$ cat config.mk
export PLATFORM = sky130hd
export DESIGN_NAME = framed_response_receiver_top
export DESIGN_NICKNAME = d
export VERILOG_FILES = /design/src/rtl/frr_pkg.sv /design/src/rtl/framed_response_receiver_top.sv
export SDC_FILE = /design/constraint.sdc
export NUM_CORES = 1
export LEC_CHECK = 0
export ABC_AREA = 1
export BUFFER_PORTS_ARGS = -buffer_cell sky130_fd_sc_hd__buf_2
export CORE_MARGIN = 3
export CORE_UTILIZATION = 35
export DETAILED_ROUTE_END_ITERATION = 16
export SLEW_MARGIN = 10
export SYNTH_ARGS = -nofsm -noshare
export SYNTH_HDL_FRONTEND = slang
export SYNTH_SLANG_ARGS = --single-unit
$ cat constraint.sdc
create_clock -name clk -period 6.8 [get_ports clk]
set_input_delay 0 -clock clk [delete_from_list [all_inputs] [get_ports clk]]
set_output_delay 0 -clock clk [all_outputs]
set_load 0.02 [all_outputs]
$ cat src/rtl/frr_pkg.sv
// Package: word types, phase and status codes for the framed response receiver.
`timescale 1ns / 1ps
`default_nettype none
package frr_pkg;

  typedef enum logic [2:0] {
    PH_IDLE  = 3'd0,
    PH_HEAD  = 3'd1,
    PH_SIZE  = 3'd2,
    PH_DATA  = 3'd3,
    PH_CHECK = 3'd4
  } phase_t;

  typedef enum logic [2:0] {
    ST_NONE     = 3'd0,
    ST_DECODING = 3'd1,
    ST_ERROR    = 3'd2,
    ST_READY    = 3'd3,
    ST_NACK     = 3'd4,
    ST_MISSING  = 3'd5,
    ST_WRONG    = 3'd6
  } status_t;

  typedef enum logic [1:0] {
    KIND_BYTE   = 2'd0,
    KIND_ARM    = 2'd1,
    KIND_TICK   = 2'd2,
    KIND_UNUSED = 2'd3
  } kind_t;

  typedef enum logic [1:0] {
    REG_HEAD_MARKER   = 2'd0,
    REG_SIZE_LIMIT    = 2'd1,
    REG_NACK_MASK     = 2'd2,
    REG_TIMEOUT_TICKS = 2'd3
  } reg_index_t;

  localparam logic [7:0]  HEAD_MARKER_RST   = 8'd126;
  localparam logic [7:0]  SIZE_LIMIT_RST    = 8'd64;
  localparam logic [7:0]  NACK_MASK_RST     = 8'd128;
  localparam logic [15:0] TIMEOUT_TICKS_RST = 16'd5000;

  typedef struct packed {
    logic [1:0] kind;
    logic [7:0] rx_byte;
  } in_word_t;

  typedef struct packed {
    status_t    status;
    logic       payload_valid;
    logic [7:0] payload_byte;
    logic [7:0] payload_index;
  } out_word_t;

endpackage
`default_nettype wire

$ cat src/rtl/framed_response_receiver_top.sv
// Top level: framed response receiver with frame decode, XOR check and timeout.
`timescale 1ns / 1ps
`default_nettype none
// Each input word is a received byte, a request-sent event or a timer tick, and
// yields exactly one result word. A word is captured into an input register and
// decoded against the frame state while held there, once the output register
// is free or being drained; the block sustains one word per cycle while out_ready
// stays high, and each result is registered into out_data.
// Configuration writes land immediately and are meant for idle periods.
module framed_response_receiver_top
  import frr_pkg::*;
(
  input  wire logic       clk,
  input  wire logic       rst,
  input  wire logic       in_valid,
  output logic            in_ready,
  input  wire in_word_t   in_data,
  output logic            out_valid,
  input  wire logic       out_ready,
  output out_word_t       out_data,
  input  wire logic       cfg_we,
  input  wire logic [1:0] cfg_index,
  input  wire logic [15:0] cfg_data
);

  // configuration
  logic [7:0]  head_marker;
  logic [7:0]  size_limit;
  logic [7:0]  nack_mask;
  logic [15:0] timeout_ticks;

  // frame state
  phase_t      phase, phase_next;
  logic [7:0]  frame_size, frame_size_next;
  logic [7:0]  byte_count, byte_count_next;
  logic [7:0]  running_xor, running_xor_next;
  logic [7:0]  first_payload, first_payload_next;
  logic [15:0] timer_left, timer_left_next;

  // input register
  logic        in_held;
  in_word_t    in_q;

  logic        advance;
  out_word_t   res;
  logic [7:0]  count_inc;

  assign advance  = in_held && (!out_valid || out_ready);
  assign in_ready = !in_held || advance;

  always_ff @(posedge clk) begin
    if (rst) begin
      head_marker   <= HEAD_MARKER_RST;
      size_limit    <= SIZE_LIMIT_RST;
      nack_mask     <= NACK_MASK_RST;
      timeout_ticks <= TIMEOUT_TICKS_RST;
    end else if (cfg_we) begin
      unique case (reg_index_t'(cfg_index))
        REG_HEAD_MARKER:   head_marker   <= cfg_data[7:0];
        REG_SIZE_LIMIT:    size_limit    <= cfg_data[7:0];
        REG_NACK_MASK:     nack_mask     <= cfg_data[7:0];
        REG_TIMEOUT_TICKS: timeout_ticks <= cfg_data;
      endcase
    end
  end

  always_ff @(posedge clk) begin
    if (rst) begin
      in_held <= 1'b0;
    end else if (in_ready) begin
      in_held <= in_valid;
    end
  end

  always_ff @(posedge clk) begin
    if (in_valid && in_ready) begin
      in_q <= in_data;
    end
  end

  assign count_inc = byte_count + 8'd1;

  always_comb begin
    phase_next         = phase;
    frame_size_next    = frame_size;
    byte_count_next    = byte_count;
    running_xor_next   = running_xor;
    first_payload_next = first_payload;
    timer_left_next    = timer_left;
    res                = '0;
    res.status         = ST_NONE;
    unique case (kind_t'(in_q.kind))
      KIND_BYTE: begin
        unique case (phase)
          PH_HEAD: begin
            if (in_q.rx_byte != head_marker) begin
              res.status = ST_ERROR;
            end else begin
              res.status = ST_DECODING;
              phase_next = PH_SIZE;
            end
          end
          PH_SIZE: begin
            if (in_q.rx_byte >= size_limit) begin
              res.status = ST_ERROR;
            end else begin
              res.status         = ST_DECODING;
              frame_size_next    = in_q.rx_byte;
              byte_count_next    = '0;
              running_xor_next   = in_q.rx_byte;
              first_payload_next = '0;
              phase_next         = (in_q.rx_byte == 8'd0) ? PH_CHECK : PH_DATA;
            end
          end
          PH_DATA: begin
            res.status        = ST_DECODING;
            res.payload_valid = 1'b1;
            res.payload_byte  = in_q.rx_byte;
            res.payload_index = byte_count;
            if (byte_count == 8'd0) begin
              first_payload_next = in_q.rx_byte;
            end
            running_xor_next = running_xor ^ in_q.rx_byte;
            byte_count_next  = count_inc;
            if (count_inc >= frame_size) begin
              phase_next = PH_CHECK;
            end
          end
          PH_CHECK: begin
            priority if (in_q.rx_byte != running_xor) begin
              res.status = ST_ERROR;
            end else if ((first_payload & nack_mask) != 8'd0) begin
              // hold in checksum phase until the timer runs out
              res.status = ST_NACK;
            end else begin
              res.status      = ST_READY;
              phase_next      = PH_IDLE;
              timer_left_next = '0;
            end
          end
          default: res.status = ST_ERROR;
        endcase
      end
      KIND_ARM: begin
        phase_next      = PH_HEAD;
        timer_left_next = timeout_ticks;
      end
      KIND_TICK: begin
        if (phase != PH_IDLE) begin
          if (timer_left <= 16'd1) begin
            res.status      = (phase == PH_HEAD) ? ST_MISSING : ST_WRONG;
            phase_next      = PH_IDLE;
            timer_left_next = '0;
          end else begin
            timer_left_next = timer_left - 16'd1;
          end
        end
      end
      KIND_UNUSED: ;
    endcase
  end

  always_ff @(posedge clk) begin
    if (rst) begin
      phase         <= PH_IDLE;
      frame_size    <= '0;
      byte_count    <= '0;
      running_xor   <= '0;
      first_payload <= '0;
      timer_left    <= '0;
    end else if (advance) begin
      phase         <= phase_next;
      frame_size    <= frame_size_next;
      byte_count    <= byte_count_next;
      running_xor   <= running_xor_next;
      first_payload <= first_payload_next;
      timer_left    <= timer_left_next;
    end
  end

  always_ff @(posedge clk) begin
    if (rst) begin
      out_valid <= 1'b0;
    end else if (advance) begin
      out_valid <= 1'b1;
    end else if (out_ready) begin
      out_valid <= 1'b0;
    end
  end

  always_ff @(posedge clk) begin
    if (advance) begin
      out_data <= res;
    end
  end

  a_arm_loads_timer: assert property (@(posedge clk) disable iff (rst)
    advance && in_q.kind == KIND_ARM |=> phase == PH_HEAD && timer_left == $past(timeout_ticks))
    else $error("arm did not load wait-head phase and timer");

  a_ready_goes_idle: assert property (@(posedge clk) disable iff (rst)
    advance && res.status == ST_READY |=> phase == PH_IDLE && timer_left == 16'd0)
    else $error("ready frame did not return to idle");

  a_nack_holds_check: assert property (@(posedge clk) disable iff (rst)
    advance && res.status == ST_NACK |=> phase == PH_CHECK)
    else $error("nack left the checksum phase");

  a_data_size_nonzero: assert property (@(posedge clk) disable iff (rst)
    phase == PH_DATA |-> frame_size != 8'd0 && byte_count < frame_size)
    else $error("payload phase with inconsistent size or count");

endmodule
`default_nettype wire

After elaboration in Yosys (flattened, before gate mapping)
Index checks and enable logic that the tools add are counted.
{ "totals": {"register_bits": 123, "in_bits": 33, "out_inout_bits": 22, "word_cells": 109} }
{ "op_classes": {"add_sub_neg": 2, "order_cmp": 3, "n_eq_ne": 24, "muxes": 34, "n_bitwise": 3, "n_reduce_logical": 25} }
{ "op_table": {"columns": ["cell", "n"], "rows": [
  ["two-way mux 16 bit", 5],
  ["case mux 16 bit (3 select lines)", 1],
  ["case mux 8 bit (2 select lines)", 3],
  ["two-way mux 3 bit", 12],
  ["two-way mux 8 bit", 3],
  ["case mux 3 bit (4 select lines)", 2],
  ["two-way mux 17 bit", 1],
  ["greater-or-equal comparator 8 bit", 2],
  ["<= comparator 16 x 1 -> 1 bit (second input constant)", 1],
  ["logical NOT 8 bit", 2],
  ["!= test 8 bit", 2],
  ["subtractor 16 x 1 -> 16 bit (second input constant)", 1],
  ["!= test 3 bit (second input constant)", 5],
  ["!= test 2 bit (second input constant)", 6],
  ["AND reduction 10 bit", 1],
  ["AND reduction 2 bit", 5],
  ["case mux 3 bit (3 select lines)", 1],
  ["adder 8 x 1 -> 8 bit (second input constant)", 1],
  ["AND 8 bit", 1],
  ["AND reduction 4 bit", 2],
  ["nonzero test 8 bit", 1],
  ["XOR 8 bit", 1],
  ["== test 2 bit (second input constant)", 3],
  ["== test 3 x 2 -> 1 bit (second input constant)", 2],
  ["other kinds (17)", 27]
]} }

Logic depth before layout (Yosys ltp)
Gate-level depths: netlist of run 1.
{ "depth": {"depth_word": 6, "depth_mapped": 17, "depth_no_buf": 17} }

Least setup slack after synthesis of run 1
OpenSTA, ideal clock, no wires.
{ "synth_timing": {"path_type": "register -> register", "from": "register byte_count[0]", "to": "register phase[0]", "setup_ps": 115, "t_arrival_ps": 2153, "required_ps": 6685, "setup_slack_ps": 4533, "path_stages_with_launch": 16, "path_buffers": 0, "period_less_slack_ps": 2267, "path_cell_list": "dfxtp_1 inv_1 nor3_2 nand3_1 nor3_1 xor2_1 ha_1 nand2_1 nor3b_1 nor2_1 nand2_1 nand3_1 nor2_2 nand3_1 nand2_1 nor2_1"} }
{ "synth_via": {"elab_chain_len": 4} }
{ "synth_rtl": {"columns": ["element", "line_no", "text"], "rows": [
  ["from (decl)", "framed_response_receiver_top.sv:35", "logic [7:0] byte_count, byte_count_next;"],
  ["from (signal assigned)", "framed_response_receiver_top.sv:174", "byte_count <= byte_count_next;"],
  ["adder 8 x 1 -> 8 bit", "framed_response_receiver_top.sv:81", "assign count_inc = byte_count + 8'd1;"],
  ["greater-or-equal comparator 8 bit", "framed_response_receiver_top.sv:125", "if (count_inc >= frame_size) begin"],
  ["!= test 3 bit (no line)", null, null],
  ["AND reduction 10 bit (no line)", null, null],
  ["to (signal assigned)", "framed_response_receiver_top.sv:172", "phase <= phase_next;"],
  ["to (decl)", "framed_response_receiver_top.sv:33", "phase_t phase, phase_next;"]
]} }
No other way between the ends.
A chain may end at the register's enable or synchronous reset.

Final worst setup path of run 1
{ "layout_timing": {"from": "register byte_count[0]", "to": "register phase[1]"} }
Same word-level chain as after synthesis.

==> run metrics, run 1 <==
Worst EP required 7.12 ns; syn nets 871; Gate Count Post-Synth 814; Filler Cell Count 1679; Root Driver clkbuf_16; top cell types by occurrence after synthesis 212 x nand2_1, 93 x dfxtp_1, 89 x inv_1, 81 x nor2_1, 64 x a21oi_1; CP max FO 6; die area 19220 um2; die span in x 138.6 um; post-route ant nets 0; Reg-to-Reg Start byte_count[0]$_SDFFE_PP0P_; crit end category register; number of global-route vias before repair 4996; later-pin clock latency in the skew report 0.42 ns; crit path time final 2.531 ns; initial antenna violation count 0; Startpoint Class register; fin. max-slew vios 0; layout cells sized above 1 13.66%; post-synth top area cell dfxtp_1; GPL Wtd Cong 0.8469; RSZ-0062 raised after global routing false; Post-Route Setup TNS 0 ns; GRT overflow 0; Worst Hold Depth 2; Global Route Usage Sum 16.29%; f_max 0.3951 GHz; DRC errors left 0; first-pass GRT wire length 25470 um; clock skew 0.008373 ns; crit path launch byte_count[0]$_SDFFE_PP0P_; fin nets 959; DP HPWL 10290 um; 1st-iter DRT viols 321; Synth top area share 30.24%; Post-synth ARST share 0%; EDFF count, synth 30; CP Capture Point phase[1]$_SDFFE_PP0P_; via count 5312; fin cells 1135; vias per inst 4.680; Clock Path Buffers 2; FP Rows 47; top-count cell post-synth nand2_1; worst hold path type primary input to register; setup slack, reg-to-reg 4.27 ns; Area after DPL 6601 um2; Post-synth top flop dfxtp_1; Num CTS Buffers 17; Max-slew headroom 43.07%; PortBufs 54; max-cap violation count 0; Clk pin slew, worst setup/hold paths 0.06 ns; Area contributors post-synth dfxtp_1 30%, edfxtp_1 15%, nand2_1 13%, inv_1 5.4%, a21oi_1 5.2%; Synth Cell Area 6157 um2; power per cell area 247.8 nW/um2; Syn. warnings 0; Tcrit/Tclk final 37.22%; Lkg Pwr 3.302 nW; crit path kind register to register; Chip Height 138.6 um; R2R depth 15; area delta synth->final 22.96%; ANT cells 0; DP Cell Count 1066; syn avg cell area 7.564 um2; largest net degree at the start of global routing 58; Setup-failing EPs final 0; CTS tree built; initial core utilization 36.48%; post-cts sizing count 0; status complete, no violations; Sink Count 123; Seq/Total Area, Yosys 44.87%; core area 16880 um2; final non-filler cell area 7571 um2; Ports 55; Yosys cell types 36; WL/cell 13.40 um; CTS H-tree lvls 4; final wirelength 15210 um; Worst Path Arrival 2.85 ns; final hold violation count 0; Slew @ Worst Pin 0.8475 ns; r2r endpoint phase[1]$_SDFFE_PP0P_; TritonRoute pass-1 iters 5; FF+latch count, synth 123; VDD IR max 0.1841 mV
## report_power, final
| group | internal [W] | switching [W] | leakage, nW | total, W |
|---|---|---|---|---|
| Clock | 0.000606 | 0.000324 | 0.292 | 0.000929 |
| Sequential | 0.000773 | 0.0000170 | 1.05 | 0.000790 |
| Combinational | 0.0000592 | 0.0000973 | 1.96 | 0.000157 |
| Total | 0.00144 | 0.000438 | 3.30 | 0.00188 |
## what timing repair did
item	4_1_cts	5_1_grt
hold endpoints to repair	52	0
hold buffers	37	0
setup buffers	0	0
setup endpoints to repair	0	0
## cells in the final DEF (no fill, tap or decap), types with 7 or more instances in the layout
master,synthesis,routed
inv_2,8,8
nand2_1,212,212
nand2_2,12,12
xor2_1,13,13
o21ai_0,58,58
a21oi_1,64,64
xnor2_1,7,7
nand4_1,15,15
nand3_1,28,28
nor2_1,81,81
inv_1,89,89
clkbuf_16,0,18
a21oi_2,12,12
buf_2,5,54
edfxtp_1,30,30
dlygate4sd3_1,0,37
o22ai_1,9,9
ha_1,24,24
dfxtp_1,93,93
## registers in the layout, summed over array words and instances, names as in the netlist, 10 cells and up
name           flops
in_q              10
timeout_ticks     16
out_data          20
timer_left        16
## worst max-delay path: stages, from the launching register on
cell     delay, ns
dfxtp_1       0.39
inv_1         0.10
nor3_2        0.23
nand3_1       0.14
nor3_1        0.20
xor2_1        0.12
ha_1          0.31
nand2_1       0.08
nor3b_1       0.19
nor2_1        0.07
nand2_1       0.07
nand3_1       0.07
nor2_2        0.22
nand3_1       0.11
nand2_1       0.08
nor2_1        0.04
## layout make-up
class                      instances  area [um2]  share of cell area, %
multi-input combinational        568        2907                  38.39
sequential                       123        2763                  36.49
timing repair buffer              93       655.6                  8.660
clock buffer                      25       486.7                  6.429
inverter                          99       371.6                  4.908
tap                              220       275.3                  3.636
clock inverter                     7       112.6                  1.487
## metrics by stage
| stage | hold WS, ns | worst slack, ns | total power, W | util (%) |
|---|---|---|---|---|
| finish | 0.1752 | 4.269 | 0.001876 | 44.86 |
| global route | 0.2082 | 3.936 | 0.001949 | 44.86 |
| CTS | 0.1653 | 4.260 | 0.001893 | 44.86 |
| detailed placement | 0.1781 | 4.269 | 0.0009463 | 39.11 |
| global placement | 0.1792 | 4.337 | 0.0009456 | 39.11 |
| floorplan | 0.09887 | 4.533 | 0.0008999 | - |
## worst min path at each step
stage,slack (ns),from,end
after floorplan,0.1,in_data[0],in_q[0]$_DFFE_PP_
after global placement,0.18,in_data[6],in_q[6]$_DFFE_PP_
after detailed placement,0.18,in_data[1],in_q[1]$_DFFE_PP_
after CTS,0.17,rst,timer_left[6]$_SDFFE_PP0P_
after global routing,0.21,rst,timer_left[9]$_SDFFE_PP0P_
final,0.18,rst,timer_left[6]$_SDFFE_PP0P_
## cells by family (layout without fill, tap and decap cells)
| group | Yosys count | in the layout | share of synthesized area, % |
|---|---|---|---|
| buffers and inverters | 123 | 224 | 7.925 |
| and+or+nand+nor | 368 | 368 | 25.58 |
| xor gates and xnor gates | 20 | 20 | 2.845 |
| DFF | 123 | 123 | 44.87 |
| AOI/OAI and AO/OA | 156 | 156 | 13.90 |
| adders and majority gates | 24 | 24 | 4.877 |
## per-layer routing
layer  vias to the layer above  share of wire (%)  global-route usage, %
met5                         -                  0                      0
met4                         0                1.6                  5.613
met3                        22                3.6                  3.276
met2                        94                 44                  25.36
met1                      2381                 51                  22.66
li1                       2815                  -                      -
Power figures use the tool's default switching activity.
==> run 2: changes to the inputs <==
- clock period: 6.8 -> 2.5 ns (I/O delays scaled with it)
==> run 2 against run 1 <==
  * Non-clock buffer count grew 16
  * Global-route usage is essentially flat
  * Largest power group unchanged
  * Final area grew 2.1%
  * Critical path depth grew 2
  * Highest routed layer unchanged
==> run metrics, run 2 (synthesis gave the netlist of run 1 again) <==
status complete, no violations; die span in x 138.6 um; Chip Height 138.6 um; max-cap violation count 0; setup slack, reg-to-reg 0.20 ns; clock skew 0.006438 ns; Slew @ Worst Pin 0.7384 ns; most crowded layer after global routing met2; CTS H-tree lvls 4; Worst Path Arrival 2.62 ns; Buf/Inv on CP 1; WL/cell 13.44 um; crit end category register; crit path time final 2.301 ns; later-pin clock latency in the skew report 0.42 ns; Startpoint Class register; Clock Path Buffers 2; Num CTS Buffers 17; number of global-route vias before repair 5151; Sink Count 123; most frequent CP cell nor2_1; DP HPWL 10790 um; PortBufs 54; CP peak stage delay 0.36 ns; Tcrit/Tclk final 92.05%; hold slack 0.01619 ns; total power 0.004960 W; f_max 0.4345 GHz; Hold Crit Start cfg_we; r2r endpoint phase[0]$_SDFFE_PP0P_; Max-slew headroom 50.59%; layout cells sized above 1 18.15%; slowest library cell on the worst path dfxtp_4; final worst setup slack 0.1987 ns; crit path cell chain inv_4 > nor3_4 > nand3_2 > nor3_4 > xor2_2 > ha_1 > nand2_2 > nor2_1 > nor2_1 > nand2_1 > nor2_1 > nand2_1 > nand3_2 > nor2_4 > nand3_2 > nand2_1 > nor2_1; TritonRoute pass-1 iters 4; power per cell area 641.7 nW/um2; Clk pin slew, worst setup/hold paths 0.06 ns; Top reg by flops out_data; ANT cells 0; vias per inst 4.712; CP max FO 6; final wirelength 15470 um; met2 GRT Util 25.49%; fin. max-slew vios 0; Area after DPL 6744 um2; initial core utilization 36.48%; Ports 55; Post-Place Setup Slack 0.07020 ns; final non-filler cell area 7729 um2; core area 16880 um2; GR Util met3 3.517%; post-route ant nets 0; via count 5423; Worst Hold Depth 4; Global Route Usage Sum 16.28%; Setup-failing EPs final 0; M1 GR Usage 22.36%; Post-Route Setup TNS 0 ns; worst hold path type primary input to register; die area 19220 um2; final hold violation count 0; area delta synth->final 25.52%; 1st-iter DRT viols 306; Reg-to-Reg Start byte_count[2]$_SDFFE_PP0P_; first-pass GRT wire length 25540 um; initial antenna violation count 0; Hold EP size_limit[6]$_SDFFE_PP1P_; CTS tree built; Lkg Pwr 3.438 nW; FP Rows 47; RSZ-0062 raised after global routing true; GRT overflow 0; biggest regs out_data x20, timeout_ticks x16, timer_left x16; Largest register FFs 20; commonest non-fill, non-tap cell in the layout nand2_1; fin nets 975; commonest cells after routing, fill and taps aside 211 x nand2_1, 90 x dfxtp_1, 86 x inv_1; Worst EP required 2.81 ns; crit path kind register to register; Root Driver clkbuf_16; delay-heaviest family, CP simple AND/OR/NAND/NOR gates; R2R depth 17; VDD IR max 0.5237 mV; DRC errors left 0; GPL Wtd Cong 0.8338; largest net degree at the start of global routing 34
[run 2: power by group]
part           switching (W)  internal [W]
logic               0.000286      0.000171
registers          0.0000325       0.00210
clock network       0.000873       0.00150
[run 2: what timing repair did]
action                                  4_1_cts  5_1_grt
resized for setup                             0       23
hold buffers                                 29        0
hold endpoints to repair                     51        0
endpoints found under the setup margin        0        3
buffers inserted                              0        5
[run 2: worst register-to-register path, stage by stage (launching register included)]
cell     delay [ns]
dfxtp_4        0.36
inv_4          0.04
nor3_4         0.18
nand3_2        0.13
nor3_4         0.22
xor2_2         0.11
ha_1           0.32
nand2_2        0.07
nor2_1         0.09
nor2_1         0.04
nand2_1        0.05
nor2_1         0.04
nand2_1        0.07
nand3_2        0.08
nor2_4         0.17
nand3_2        0.09
nand2_1        0.08
nor2_1         0.05
[run 2: worst max-delay path by stage]
stage                                    start               endpoint  slack (ns)  cells past startpoint
finish              byte_count[2]$_SDFFE_PP0P_  phase[0]$_SDFFE_PP0P_        0.20                     17
global route        byte_count[2]$_SDFFE_PP0P_  phase[1]$_SDFFE_PP0P_       -0.02                     17
CTS                 byte_count[1]$_SDFFE_PP0P_  phase[1]$_SDFFE_PP0P_        0.05                     15
detailed placement  byte_count[1]$_SDFFE_PP0P_  phase[1]$_SDFFE_PP0P_        0.07                     15
global placement    byte_count[1]$_SDFFE_PP0P_  phase[1]$_SDFFE_PP0P_        0.13                     15
floorplan           byte_count[0]$_SDFFE_PP0P_  phase[2]$_SDFFE_PP0P_        0.23                     15
[run 2: layer usage]
| metal | wire [um] | vias up |
|---|---|---|
| met5 | 0 | - |
| met4 | 283 | 0 |
| met3 | 581 | 23 |
| met2 | 6933 | 104 |
| met1 | 7669 | 2442 |
| li1 | - | 2854 |
[run 2: area by class of cell]
class	instances	area, um2
clock buffer	25	506.7
clock inverter	7	61.31
timing repair buffer	109	755.7
inverter	99	374.1
sequential	123	2769
tap	220	275.3
fill	1636	9149
multi-input combinational	568	2987
[run 2: metrics by stage]
step	util, %	std cells
6_report	45.79	1151
5_1_grt	45.79	1151
4_1_cts	45.04	1146
3_5_place_dp	39.96	1085
3_3_place_gp	39.96	1085
2_1_floorplan	-	814
==> run 3: changes to the inputs <==
- CORE_ASPECT_RATIO: not set -> 0.8
- CORE_UTILIZATION: 35 -> 53
- PLACE_DENSITY: not set -> 0.72
- clock period: 2.5 -> 2.6 ns (I/O delays scaled with it)
==> run 3 against run 2 <==
  * First-iteration DRC count is 52% higher
  * Highest routed layer unchanged
  * Flip-flop and latch count stayed put
  * Clock-buffer cell count is 6 lower
  * Clock skew is 0.0017 ns higher
  * Critical path type unchanged
==> run metrics, run 3 (synthesis gave the netlist of run 1 again) <==
commonest cells after routing, fill and taps aside 210 x nand2_1, 90 x dfxtp_1, 87 x inv_1; Sink Count 123; Clock Power Share 48.9%; Cell Int Power 0.003672 W; Tcrit/Tclk final 99.74%; biggest regs out_data x20, timeout_ticks x16, timer_left x16; GRT overflow 0; max-cap violation count 0; ANT cells 0; WL/cell 14.57 um; CP peak stage delay 0.37 ns; layout cells sized above 1 17.48%; Global Route Usage Sum 24.76%; GPL Wtd Cong 0.9011; RSZ-0062 raised after global routing true; Crit path depth 16; via count 5628; clock skew 0.008133 ns; sw frac 24.62%; Clock Path Buffers 2; number of global-route vias before repair 5333; commonest non-fill, non-tap cell in the layout nand2_1; Num CTS Buffers 17; Post-Place Setup Slack -0.04037 ns; hold slack 0.04705 ns; fin nets 965; area delta synth->final 22.86%; worst hold path type primary input to register; f_max 0.3856 GHz; CTS tree built; PortBufs 54; Lkg Pwr 3.378 nW; Worst Path Arrival 2.90 ns; Ports 55; Startpoint Class register; DP HPWL 10590 um; die span in x 126.5 um; 1st-iter DRT viols 466; final hold violation count 0; FP Rows 34; crit path time final 2.593 ns; fin. max-slew vios 0; final non-filler cell area 7565 um2; DP Cell Count 999; R2R depth 16; most frequent CP cell nor2_1; VDD IR max 0.4922 mV; initial antenna violation count 0; post-route ant nets 0; vias per inst 5.285; TritonRoute pass-1 iters 5; largest net degree at the start of global routing 41; Logic pwr share 8.7%; CP max FO 6; Max-slew headroom 57.36%; Worst Hold Depth 5; final wirelength 15520 um; later-pin clock latency in the skew report 0.42 ns; Clk pin slew, worst setup/hold paths 0.06 ns; Area after DPL 6574 um2; Root Driver clkbuf_16; slowest library cell on the worst path dfxtp_4; initial core utilization 55.45%; first-pass GRT wire length 25470 um; Buf/Inv on CP 1; power per cell area 644.0 nW/um2; DRC errors left 0; crit path cell chain inv_4 > nor3_4 > nand3_2 > nor3_2 > xor2_1 > ha_1 > nand2_2 > nor2_2 > nor2_1 > nand2_1 > nor2_1 > nand2_1 > nand3_2 > nor2_4 > a21oi_1 > nor2_1; core area 11100 um2; die area 12950 um2; Filler Cell Count 892; Largest register FFs 20; Worst EP required 2.91 ns; Switch Pwr 0.001199 W; crit end category register; Slew @ Worst Pin 0.6389 ns; Top reg by flops out_data; CTS H-tree lvls 4; total power 0.004872 W; status complete, no violations; Seq pwr share 42.4%; Chip Height 102.4 um; delay-heaviest family, CP simple AND/OR/NAND/NOR gates; crit path kind register to register; final worst setup slack 0.006666 ns; fin cells 1065; Setup-failing EPs final 0
-- run 3: metal layers --
layer / up-vias / global-route usage [%] / routed length [um] / part of all wire, %
met1: 2587 / 33.38 / 7077 / 46
met3: 29 / 5.434 / 1043 / 6.7
met5: - / 0 / 0 / 0
met4: 0 / 10.63 / 269 / 1.7
met2: 175 / 38.86 / 7127 / 46
li1: 2837 / - / - / -
-- run 3: final cells by class --
cell class | count | area, um2 | area share (%)
Clock buffer | 19 | 464.2 | 6.136
Clock inverter | 13 | 135.1 | 1.786
Inverter | 99 | 374.1 | 4.945
Multi-Input combinational cell | 568 | 2959 | 39.12
Sequential cell | 123 | 2769 | 36.60
Tap cell | 144 | 180.2 | 2.382
Timing Repair Buffer | 99 | 683.2 | 9.031
-- run 3: final timing paths --
kind	slack, ns	to	start
setup / recovery	0.007	phase[1]$_SDFFE_PP0P_	byte_count[0]$_SDFFE_PP0P_
hold / removal	0.05	timeout_ticks[12]$_SDFFE_PP1P_	cfg_we
setup reg to reg	0.007	phase[1]$_SDFFE_PP0P_	byte_count[0]$_SDFFE_PP0P_
hold reg to reg	0.46	timeout_ticks[15]$_SDFFE_PP0P_	timeout_ticks[15]$_SDFFE_PP0P_
-- run 3: worst reg2reg max path: stages, from the launching register on --
cell	delay (ns)
dfxtp_4	0.37
inv_4	0.05
nor3_4	0.20
nand3_2	0.10
nor3_2	0.19
xor2_1	0.25
ha_1	0.31
nand2_2	0.12
nor2_2	0.05
nor2_1	0.12
nand2_1	0.08
nor2_1	0.14
nand2_1	0.10
nand3_2	0.09
nor2_4	0.06
a21oi_1	0.17
nor2_1	0.07
-- run 3: timing repair --
| item | 4_1_cts | 5_1_grt |
|---|---|---|
| buffers inserted | 1 | 3 |
| hold buffers | 30 | 0 |
| resized for setup | 4 | 16 |
| setup endpoints to repair | 3 | 3 |
| pin swaps | 2 | 10 |
| hold endpoints to repair | 50 | 0 |
-- run 3: power by group through the flow --
stage / clock network, W / logic [W] / registers (W)
2_1_floorplan: 0 / 0.000248 / 0.00211
3_3_place_gp: 0 / 0.000360 / 0.00210
3_5_place_dp: 0 / 0.000374 / 0.00211
4_1_cts: 0.00240 / 0.000413 / 0.00207
5_1_grt: 0.00250 / 0.000475 / 0.00207
6_report: 0.00238 / 0.000423 / 0.00207
-- run 3: metrics by stage --
step	utilization (%)	setup TNS [ns]
after floorplan	-	0
after global placement	59.21	0
after detailed placement	59.21	-0.09336
after CTS	67.52	0
after global routing	68.13	-0.3631
final	68.13	0
